$ cat config.mk
export PLATFORM = sky130hd
export DESIGN_NAME = mcmf_seq
export DESIGN_NICKNAME = d
export VERILOG_FILES = /design/src/hdl/mcmf_pkg.sv /design/src/hdl/mcmf_seq.sv
export SDC_FILE = /design/constraint.sdc
export NUM_CORES = 1
export LEC_CHECK = 0
export BUFFER_PORTS_ARGS = -buffer_cell sky130_fd_sc_hd__buf_2
export CAP_MARGIN = 40
export CORE_ASPECT_RATIO = 2
export CORE_UTILIZATION = 45
export CTS_CLUSTER_SIZE = 28
export DETAILED_ROUTE_END_ITERATION = 10
export GPL_ROUTABILITY_DRIVEN = 1
export SETUP_SLACK_MARGIN = 0.5
export SLEW_MARGIN = 20
export SYNTH_ARGS = -nofsm -noshare
export SYNTH_HDL_FRONTEND = slang
export SYNTH_SLANG_ARGS = --single-unit
$ cat constraint.sdc
create_clock -name i_clk -period 15.3 [get_ports i_clk]
set_clock_uncertainty 0.2 [all_clocks]
set_input_delay 0.765 -clock i_clk [delete_from_list [all_inputs] [get_ports i_clk]]
set_output_delay 0.765 -clock i_clk [all_outputs]
set_load 0.005 [all_outputs]
$ cat src/hdl/mcmf_pkg.sv
`default_nettype none

package mcmf_pkg;

    localparam int unsigned GROUP_BYTES = 4;
    localparam int unsigned GI_W        = $clog2(GROUP_BYTES);
    localparam int unsigned SUM_W       = 17;

    localparam logic [2:0] REQ_COPY  = 3'd0;
    localparam logic [2:0] REQ_MOVE  = 3'd1;
    localparam logic [2:0] REQ_FILL  = 3'd2;
    localparam logic [2:0] REQ_WRITE = 3'd3;
    localparam logic [2:0] REQ_READ  = 3'd4;

    typedef struct packed {
        logic [7:0] read_data;
        logic       status;
    } t_result;

endpackage

`default_nettype wire

$ cat src/hdl/mcmf_seq.sv
`default_nettype none

module mcmf_seq #(
    parameter int unsigned MEM_BYTES = 4096,
    localparam int unsigned AW       = $clog2(MEM_BYTES)
) (
    input  wire logic              i_clk,
    input  wire logic              i_rst_n,
    input  wire logic              i_req_valid,
    output logic                   o_req_ready,
    input  wire logic [2:0]        i_req_type,
    input  wire logic [11:0]       i_dst_addr,
    input  wire logic [11:0]       i_src_addr,
    input  wire logic [12:0]       i_length,
    input  wire logic [7:0]        i_fill_byte,
    input  wire logic [7:0]        i_write_byte,
    output logic                   o_res_valid,
    input  wire logic              i_res_ready,
    output mcmf_pkg::t_result      o_res,
    output logic                   o_mem_we,
    output logic      [AW-1:0]     o_mem_waddr,
    output logic      [7:0]        o_mem_wdata,
    output logic                   o_mem_re,
    output logic      [AW-1:0]     o_mem_raddr,
    input  wire logic [7:0]        i_mem_rdata
);

    import mcmf_pkg::*;

    typedef enum logic [10:0] {
        S_CLR  = 11'b000_0000_0001,
        S_IDLE = 11'b000_0000_0010,
        S_CHK1 = 11'b000_0000_0100,
        S_CHK2 = 11'b000_0000_1000,
        S_RD   = 11'b000_0001_0000,
        S_WR   = 11'b000_0010_0000,
        S_FILL = 11'b000_0100_0000,
        S_RB   = 11'b000_1000_0000,
        S_RBW  = 11'b001_0000_0000,
        S_WB   = 11'b010_0000_0000,
        S_DONE = 11'b100_0000_0000
    } t_state;

    t_state      r_state;
    t_state      n_state;
    logic [2:0]  r_req;
    logic [11:0] r_dst;
    logic [11:0] r_src;
    logic [12:0] r_len;
    logic [7:0]  r_fill;
    logic [7:0]  r_wbyte;
    logic [12:0] r_rd_off;
    logic [12:0] r_wr_off;
    logic [12:0] r_left;
    logic [2:0]  r_j;
    logic        r_grp;
    logic        r_bwd;
    logic [7:0]  r_held [GROUP_BYTES];
    logic [AW-1:0] r_clr;
    t_result     r_res;

    logic [11:0]      add_a;
    logic [12:0]      add_b;
    logic [SUM_W-1:0] sum;
    logic             past_end;
    logic             op_block;
    logic             op_single;
    logic             op_nop;
    logic             go_bwd;
    logic [2:0]       chunk_n;
    logic [2:0]       j_m1;
    logic [12:0]      off_step_rd;

    // shared address adder and end-of-store compare
    assign sum      = SUM_W'(add_a) + SUM_W'(add_b);
    assign past_end = sum > SUM_W'(MEM_BYTES);

    assign op_block  = (r_req == REQ_COPY) || (r_req == REQ_MOVE) || (r_req == REQ_FILL);
    assign op_single = (r_req == REQ_WRITE) || (r_req == REQ_READ);
    assign op_nop    = (!op_block && !op_single) || (op_block && (r_len == 13'd0));
    assign go_bwd    = (r_req == REQ_MOVE) && (r_dst > r_src) && (SUM_W'(r_dst) < sum);
    assign chunk_n   = r_grp ? 3'(GROUP_BYTES) : 3'd1;
    assign j_m1      = r_j - 3'd1;
    assign off_step_rd = r_bwd ? (r_rd_off - 13'd1) : (r_rd_off + 13'd1);

    always_comb begin
        add_a = (r_state inside {S_CHK2, S_RD}) ? r_src : r_dst;
        case (r_state)
            S_CHK1:       add_b = op_single ? 13'd1 : r_len;
            S_CHK2:       add_b = r_len;
            S_RD:         add_b = r_rd_off;
            S_WR, S_FILL: add_b = r_wr_off;
            default:      add_b = 13'd0;
        endcase
    end

    always_comb begin
        n_state = r_state;
        case (r_state)
            S_CLR: begin
                if (r_clr == AW'(MEM_BYTES - 1)) n_state = S_IDLE;
            end
            S_IDLE: begin
                if (i_req_valid) n_state = S_CHK1;
            end
            S_CHK1: begin
                if (op_nop || past_end)      n_state = S_DONE;
                else if (r_req == REQ_FILL)  n_state = S_FILL;
                else if (r_req == REQ_WRITE) n_state = S_WB;
                else if (r_req == REQ_READ)  n_state = S_RB;
                else                         n_state = S_CHK2;
            end
            S_CHK2: begin
                if (past_end || ((r_req == REQ_MOVE) && (r_dst == r_src))) n_state = S_DONE;
                else                                                       n_state = S_RD;
            end
            S_RD: begin
                if (r_j == chunk_n) n_state = S_WR;
            end
            S_WR: begin
                if (r_j == chunk_n - 3'd1) n_state = (r_left == 13'd1) ? S_DONE : S_RD;
            end
            S_FILL: begin
                if (r_left == 13'd1) n_state = S_DONE;
            end
            S_RB:   n_state = S_RBW;
            S_RBW:  n_state = S_DONE;
            S_WB:   n_state = S_DONE;
            S_DONE: begin
                if (i_res_ready) n_state = S_IDLE;
            end
            default: n_state = S_IDLE;
        endcase
    end

    always_ff @(posedge i_clk) begin
        if (!i_rst_n) begin
            r_state <= S_CLR;
            r_clr   <= '0;
        end else begin
            r_state <= n_state;
            case (r_state)
                S_CLR: begin
                    r_clr <= r_clr + 1'b1;
                end
                S_IDLE: begin
                    if (i_req_valid) begin
                        r_req   <= i_req_type;
                        r_dst   <= i_dst_addr;
                        r_src   <= i_src_addr;
                        r_len   <= i_length;
                        r_fill  <= i_fill_byte;
                        r_wbyte <= i_write_byte;
                        r_res   <= '0;
                    end
                end
                S_CHK1: begin
                    r_wr_off <= 13'd0;
                    r_left   <= r_len;
                    if (!op_nop && past_end) r_res.status <= 1'b1;
                end
                S_CHK2: begin
                    if (past_end) r_res.status <= 1'b1;
                    r_bwd    <= go_bwd;
                    r_rd_off <= go_bwd ? (r_len - 13'd1) : 13'd0;
                    r_wr_off <= go_bwd ? (r_len - 13'd1) : 13'd0;
                    r_left   <= r_len;
                    r_grp    <= !go_bwd && (r_len >= 13'(GROUP_BYTES));
                    r_j      <= 3'd0;
                end
                S_RD: begin
                    if (r_j != 3'd0) r_held[j_m1[GI_W-1:0]] <= i_mem_rdata;
                    if (r_j == chunk_n) begin
                        r_j <= 3'd0;
                    end else begin
                        r_j      <= r_j + 3'd1;
                        r_rd_off <= off_step_rd;
                    end
                end
                S_WR: begin
                    r_wr_off <= r_bwd ? (r_wr_off - 13'd1) : (r_wr_off + 13'd1);
                    r_left   <= r_left - 13'd1;
                    if (r_j == chunk_n - 3'd1) begin
                        r_j   <= 3'd0;
                        r_grp <= !r_bwd && ((r_left - 13'd1) >= 13'(GROUP_BYTES));
                    end else begin
                        r_j <= r_j + 3'd1;
                    end
                end
                S_FILL: begin
                    r_wr_off <= r_wr_off + 13'd1;
                    r_left   <= r_left - 13'd1;
                end
                S_RBW: begin
                    r_res.read_data <= i_mem_rdata;
                end
                default: begin
                end
            endcase
        end
    end

    always_comb begin
        o_mem_we    = (r_state inside {S_CLR, S_WR, S_FILL, S_WB});
        o_mem_waddr = (r_state == S_CLR) ? r_clr : sum[AW-1:0];
        case (r_state)
            S_WR:    o_mem_wdata = r_held[r_j[GI_W-1:0]];
            S_FILL:  o_mem_wdata = r_fill;
            S_WB:    o_mem_wdata = r_wbyte;
            default: o_mem_wdata = 8'd0;
        endcase
        o_mem_re    = ((r_state == S_RD) && (r_j != chunk_n)) || (r_state == S_RB);
        o_mem_raddr = sum[AW-1:0];
    end

    assign o_req_ready = (r_state == S_IDLE);
    assign o_res_valid = (r_state == S_DONE);
    assign o_res       = r_res;

    a_accept_checks: assert property (@(posedge i_clk) disable iff (!i_rst_n)
        (i_req_valid && o_req_ready) |=> (r_state == S_CHK1))
        else $error("accepted beat did not start range check");

    a_left_live: assert property (@(posedge i_clk) disable iff (!i_rst_n)
        (r_state == S_RD || r_state == S_WR || r_state == S_FILL) |-> (r_left != 13'd0))
        else $error("byte walk running with nothing left");

    a_group_room: assert property (@(posedge i_clk) disable iff (!i_rst_n)
        (r_state == S_RD && r_grp) |-> (r_left >= 13'(GROUP_BYTES)))
        else $error("group started past the end of the range");

    a_bwd_bytewise: assert property (@(posedge i_clk) disable iff (!i_rst_n)
        ((r_state == S_RD || r_state == S_WR) && r_bwd) |-> !r_grp)
        else $error("backward move using groups");

    a_port_clash: assert property (@(posedge i_clk) disable iff (!i_rst_n)
        o_mem_we |-> !o_mem_re)
        else $error("store read and written in the same cycle");

endmodule

`default_nettype wire
Yosys cells after proc, flatten, opt, wreduce, memory -nomap -nowiden --
Memories as Yosys holds them, arrays and structs flattened. A register that Yosys moved wholly into a read port is not among the register bits. Index checks and enable logic that the tools add are counted.
Storage, ports and cells: register bits after elaboration 132, RAM bits 32, output and inout port bits 45, logic and storage cells 149, memories kept 1
Memories:
- r_held | words 4, bits a word 8, rd ports 1, clocked after Yosys merged registers in 1, wr ports 1, line mcmf_seq.sv:58 | logic [7:0] r_held [GROUP_BYTES];
Operators by class: $add $sub $neg 11, order comparisons 5, eq/ne operators 30, mux-type cells 41, reduce and logical (&&, ||, !) cells 45
Operator list (number):
- 11-bit one-hot mux with 10 select lines | 1
- 13-bit one-hot mux with 4 select lines | 2
- 11-bit two-way mux | 9
- 13-bit two-way mux | 5
- 13-bit one-hot mux with 2 select lines | 2
- 13-bit by 1-bit subtractor with 13-bit output, second input constant | 4
- 13-bit by 1-bit adder with 13-bit output, second input constant | 2
- 13-bit by 3-bit greater-or-equal comparator with 1-bit output, second input constant | 2
- 12-bit two-way mux | 2
- 8-bit one-hot mux with 3 select lines | 1
- 10-bit two-way mux | 2
- 2-bit inequality test, second input constant | 8
- 8-bit one-hot mux with 2 select lines | 1
- 12-bit by 13-bit adder with 14-bit output | 1
- 14-bit by 13-bit > comparator with 1-bit output, second input constant | 1
- 12-bit by 14-bit < comparator with 1-bit output | 1
- 13-bit by 1-bit equality test with 1-bit output, second input constant | 1
- 13-bit logical NOT | 1
- 12-bit by 1-bit adder with 12-bit output, second input constant | 1
- 12-bit equality test | 1
- 12-bit equality test, second input constant | 1
- 12-bit > comparator | 1
- 3-bit AND reduction | 4
- 11-bit by 1-bit equality test with 1-bit output, second input constant | 1
- other kinds (38) | 77

Depth between registers and ports, before layout --
word-level depth 10, gate-level depth with buffers 24, mapped depth without buffers 22

Worst setup path before layout --
No wires, ideal clock.
path type reg-to-reg, start register r_state[8], end register r_res (netlist bit o_res[0]), enable pin, data arrival time 4.762 ns, required time 14.853 ns, setup slack 10.091 ns, stages on the path, launching flop included 19, buffers on the path 2, period minus slack after synthesis 5.209 ns, cells stage by stage dfxtp_1 nor4_1 and4b_1 clkbuf_1 clkbuf_1 nand2_1 o221ai_1 ha_1 inv_1 fa_1 nand2b_1 a211oi_2 or2_1 o311a_1 inv_1 or4_1 or4_4 o21a_4 a41o_1
Between the ends: longest elaborated chain between the ends 8
Ends and longest elaborated chain:
- start: declaration | line mcmf_seq.sv:44 | t_state r_state;
- start signal: assignment | line mcmf_seq.sv:141 | r_state <= n_state;
- 11-bit by 6-bit equality test with 1-bit output, or another cell as far along | line mcmf_seq.sv:88 | case (r_state)
- 2-bit OR reduction (no line) / 2-bit nonzero test (equally long branches)
- 13-bit one-hot mux with 4 select lines / 12-bit two-way mux (equally long branches) | line mcmf_seq.sv:88, mcmf_seq.sv:87
- 12-bit by 13-bit adder with 14-bit output * | line mcmf_seq.sv:75 | assign sum = SUM_W'(add_a) + SUM_W'(add_b);
- net o_mem_raddr[6] | line mcmf_seq.sv:24 | output logic [AW-1:0] o_mem_raddr,
- 14-bit by 13-bit > comparator with 1-bit output * | line mcmf_seq.sv:76 | assign past_end = sum > SUM_W'(MEM_BYTES);
- 1-bit logical AND | line mcmf_seq.sv:160 | if (!op_nop && past_end) r_res.status <= 1'b1;
- 2-bit inequality test (no line)
- 5-bit AND reduction (no line) *
- end: declaration | line mcmf_seq.sv:60 | t_result r_res;
The timed path passes the listed nets; every way through them passes the cells marked *. A chain may end at the register's enable or synchronous reset.

Worst setup path after layout --
start register r_state[7], end register r_grp (data pin)
Between the ends: longest elaborated chain between the ends 9
Ends and longest elaborated chain:
- 11-bit by 6-bit equality test with 1-bit output, or another cell as far along | line mcmf_seq.sv:88, mcmf_seq.sv:142
- 2-bit OR reduction (no line) / 2-bit nonzero test (equally long branches)
- 13-bit one-hot mux with 4 select lines / 12-bit two-way mux (equally long branches) | line mcmf_seq.sv:88, mcmf_seq.sv:87
- 12-bit by 13-bit adder with 14-bit output | line mcmf_seq.sv:75
- 12-bit by 14-bit < comparator with 1-bit output | line mcmf_seq.sv:81 | assign go_bwd = (r_req == REQ_MOVE) && (r_dst > r_src) && (SUM_W'(r_dst) < sum);
- 1-bit logical AND | line mcmf_seq.sv:81
- 1-bit logical NOT | line mcmf_seq.sv:168 | r_grp <= !go_bwd && (r_len >= 13'(GROUP_BYTES));
- 1-bit logical AND | line mcmf_seq.sv:168
- 1-bit one-hot mux with 2 select lines * | line mcmf_seq.sv:142 | case (r_state)
- end signal: assignment | line mcmf_seq.sv:168
- end signal: assignment | line mcmf_seq.sv:185 | r_grp <= !r_bwd && ((r_left - 13'd1) >= 13'(GROUP_BYTES));
- end: declaration | line mcmf_seq.sv:56 | logic r_grp;
Every way passes the cells marked *; elsewhere a longest branch is shown, timed or not.

==> flow_summary.ini <==
[cells_and_area]
drive_gt1_share_pct = 17.5
fill_cells = 1977
post-route-util_pct = 53.1
n_antenna_cell = 0
area_growth_pct = 15.1
nNetsFinal = 1223
final_cell_area_um2 = 11500

[drt]
dr.pass1.iters = 7
wl_per_cell_um = 20.4
finalWirelength_mm = 28.2
drc = 0
via_per_inst = 5.83
drt_iter0_drc = 495
antenna_left = 0
vias = 8047

[sta]
hold_viol = 0
worstMarginPinSlew_ps = 880
rsz0062_at_grt = false
finalCritPeriodShare_pct = 42.2
tns_ps = 0
min_period_ps = 6450
drv_slew = 0
fmax_ghz = 0.155
setup_slack_ps = 8850
slew_headroom_pct = 41.1
final-setup-viol-count = 0

[synth]
synth_xor_area_share_pct = 5.02
synth_cell_types = 77
synth_top_cells_by_area = edfxtp_1 42%, ha_1 7.3%, dfxtp_1 5.0%
synth-edff-count = 141
ys_warn_count = 0
post_synth_instance_area_um2 = 9960
synth_compound_area_share_pct = 15.6
syn-num-nets = 1110
synthArstFlopShare_pct = 0
synth.avg_cell_area_um2 = 10.1
synth_ff_type = edfxtp_1
synth-adder-area-share_pct = 7.68
synth_top_family_by_area = simple AND/OR/NAND/NOR gates
yosysTopAreaCell = edfxtp_1
synth-simple-area-share_pct = 17.6
ys_seq_elements = 166
yosysSeqAreaShare_pct = 47.5
syn-instance-count = 982
synthMuxAreaShare_pct = 2.66
netlist.area_leader.share_pct = 42.5

[cts]
cts.sinks = 166
clock_path_buffers = 2
cts-root-buf = clkbuf_16
cts_tree = done
cts_buffers = 17
cts_setup_buffers = 0
clk_latency_ps = 450
hold_buffers = 0
clk_pin_slew_ps = 70
htree_levels = 4
post_cts_resized = 0

[pwr]
p_total_uw = 971
p_per_area_nw_per_um2 = 84.7
p_leak_uw = 0.00455
vdd_drop_max_mv = 0.124

[worst_setup_path]
cp_max_fo = 27
path_cells = nor4_1 -> and3_1 -> nand2b_1 -> nor2_1 -> nor2_1 -> buf_4 -> a21oi_1 -> inv_1 -> ha_1 -> a211o_1 -> a21oi_1 -> o21a_1 -> o21bai_1 -> xnor2_1 -> ha_1 -> nand4_1 -> nor2_1 -> nor3_1 -> o311ai_0 -> a21oi_1 -> o21ai_2 -> buf_4 -> a32o_1
timing.rr.start = r_state[7]
setup.worst_path.end_class = register
critPathLaunchType = register
arrival_ps = 6460
max_stage_delay_ps = 680
slowest_stage = nor4_1
startpoint = r_state[7]
required_ps = 15310
critPathKind = reg -> reg

[run]
maxCapViolations = 0

[outcome]
status = complete, no violations

[die]
die_x_um = 107
core_area_um2 = 21600
fp.dieH_um = 212
rows = 76
initial_core_util_pct = 46.2
dieArea_um2 = 22800
ios = 113

[global_routing]
grt_max_degree = 32
grt_overflow = 0
antenna_found_initial = 1
track_usage_pct = 25.9
grt_pass1_vias = 8083
grt_pass1_wl_mm = 43.2

[worst_hold_path]
hp-start = i_write_byte[0]
hp-class = in -> reg

[place]
place_congestion = 0.920
port_buffers = 112
hpwl_mm = 22.0
pre_cts_slack_ps = 8960
placed_area_um2 = 10900
[stage by stage]
| step | std cells | hold slack, ps |
|---|---|---|
| after global routing | 1381 | 266 |
| after CTS | 1379 | 269 |
| after detailed placement | 1347 | 320 |
| after global placement | 1339 | 307 |
| after floorplan | 982 | 284 |
| final | 1381 | 284 |
[synth_stat cells (all sizes together), types with 6 or more instances]
cell type / instances
dfxtp: 25
o221ai: 6
nor4: 10
or2: 8
o31ai: 19
inv: 67
and2: 18
and3: 8
o22ai: 13
nor2: 73
xnor2: 29
nor2b: 8
nand3: 20
o21ai: 66
or3: 10
nand2b: 15
xor2: 26
a21o: 9
clkbuf: 33
nor3: 27
nor3b: 7
o21a: 6
nand4: 11
nand2: 113
mux4: 8
a222oi: 11
o211ai: 7
a22oi: 13
edfxtp: 141
ha: 58
a21oi: 34
[critical path, delay by kind of cell (launching register included)]
kind / cells / cell delay, ps
compound gates: 9 / 1990
simple gates: 8 / 1950
fa+ha+maj: 2 / 660
buf+inv: 3 / 590
xor+xnor: 1 / 460
flops: 1 / 340
[worst paths after layout]
check | end | slack (ps) | cells after the start
max | r_grp | 8850 | 23
min reg2reg | r_clr[5] | 330 | 2
max reg2reg | r_grp | 8850 | 23
min | r_wbyte[0] | 280 | 1
[cells by family (layout without fill, tap and decap cells)]
group / Yosys count / count (layout)
AOI/OAI and AO/OA: 228 / 228
xor gates and xnor gates: 55 / 55
adders and majority gates: 60 / 60
buffers and inverters: 105 / 231
DFF: 166 / 166
muxes: 16 / 16
and+or+nand+nor: 352 / 352
[registers in the layout, summed over array words and instances (netlist names), named ones only]
signal / count
r_bwd: 1
r_src: 12
o_res: 9
r_req: 3
r_left: 13
r_fill: 8
r_state: 11
r_held: 32
r_j: 3
r_wr_off: 13
r_dst: 12
r_len: 13
r_grp: 1
r_wbyte: 8
r_rd_off: 13
r_clr: 12
[metal layers]
| metal | track usage (%) | share of wire (%) |
|---|---|---|
| met1 | 25.7 | 36 |
| met2 | 46.4 | 53 |
| met3 | 6.01 | 4.5 |
| met4 | 18.4 | 6.9 |
| met5 | 0 | 0.035 |
[where the power goes]
group	switching (uW)	internal, uW
logic	32.4	24.3
clock network	187	231
registers	4.83	492
[final cells by class]
type / count / area, um^2 / share of cell area (%)
multi-input combinational: 711 / 4850 / 42.3
sequential: 166 / 4730 / 41.3
timing repair buffer: 131 / 718 / 6.26
clock buffer: 20 / 447 / 3.89
tap: 273 / 342 / 2.98
inverter: 68 / 255 / 2.22
clock inverter: 12 / 121 / 1.06
[cell usage in the layout (no fill, tap or decap), drive strengths merged, types with 5 or more instances in the layout]
cell    netlist  final
mux4          8      8
o21a          6      6
nand2       113    113
o21ai        66     66
buf           4    131
o221ai        6      6
nor2b         8      8
a222oi       11     11
and2         18     18
o211ai        7      7
clkbuf       33     20
xnor2        29     29
nand3        20     20
inv          67     71
nor3         27     27
and3          8      8
dfxtp        25     25
a211oi        5      5
a21o          9      9
xor2         26     26
clkinv        1      5
o31ai        19     19
nor2         73     73
a22oi        13     13
edfxtp      141    141
nor3b         7      7
or3          10     10
nand2b       15     15
nand4        11     11
o22ai        13     13
a21oi        34     34
nor4         10     10
or2           8      8
a221o         5      5
ha           58     58
No activity file was read; power rests on OpenSTA's default activity.
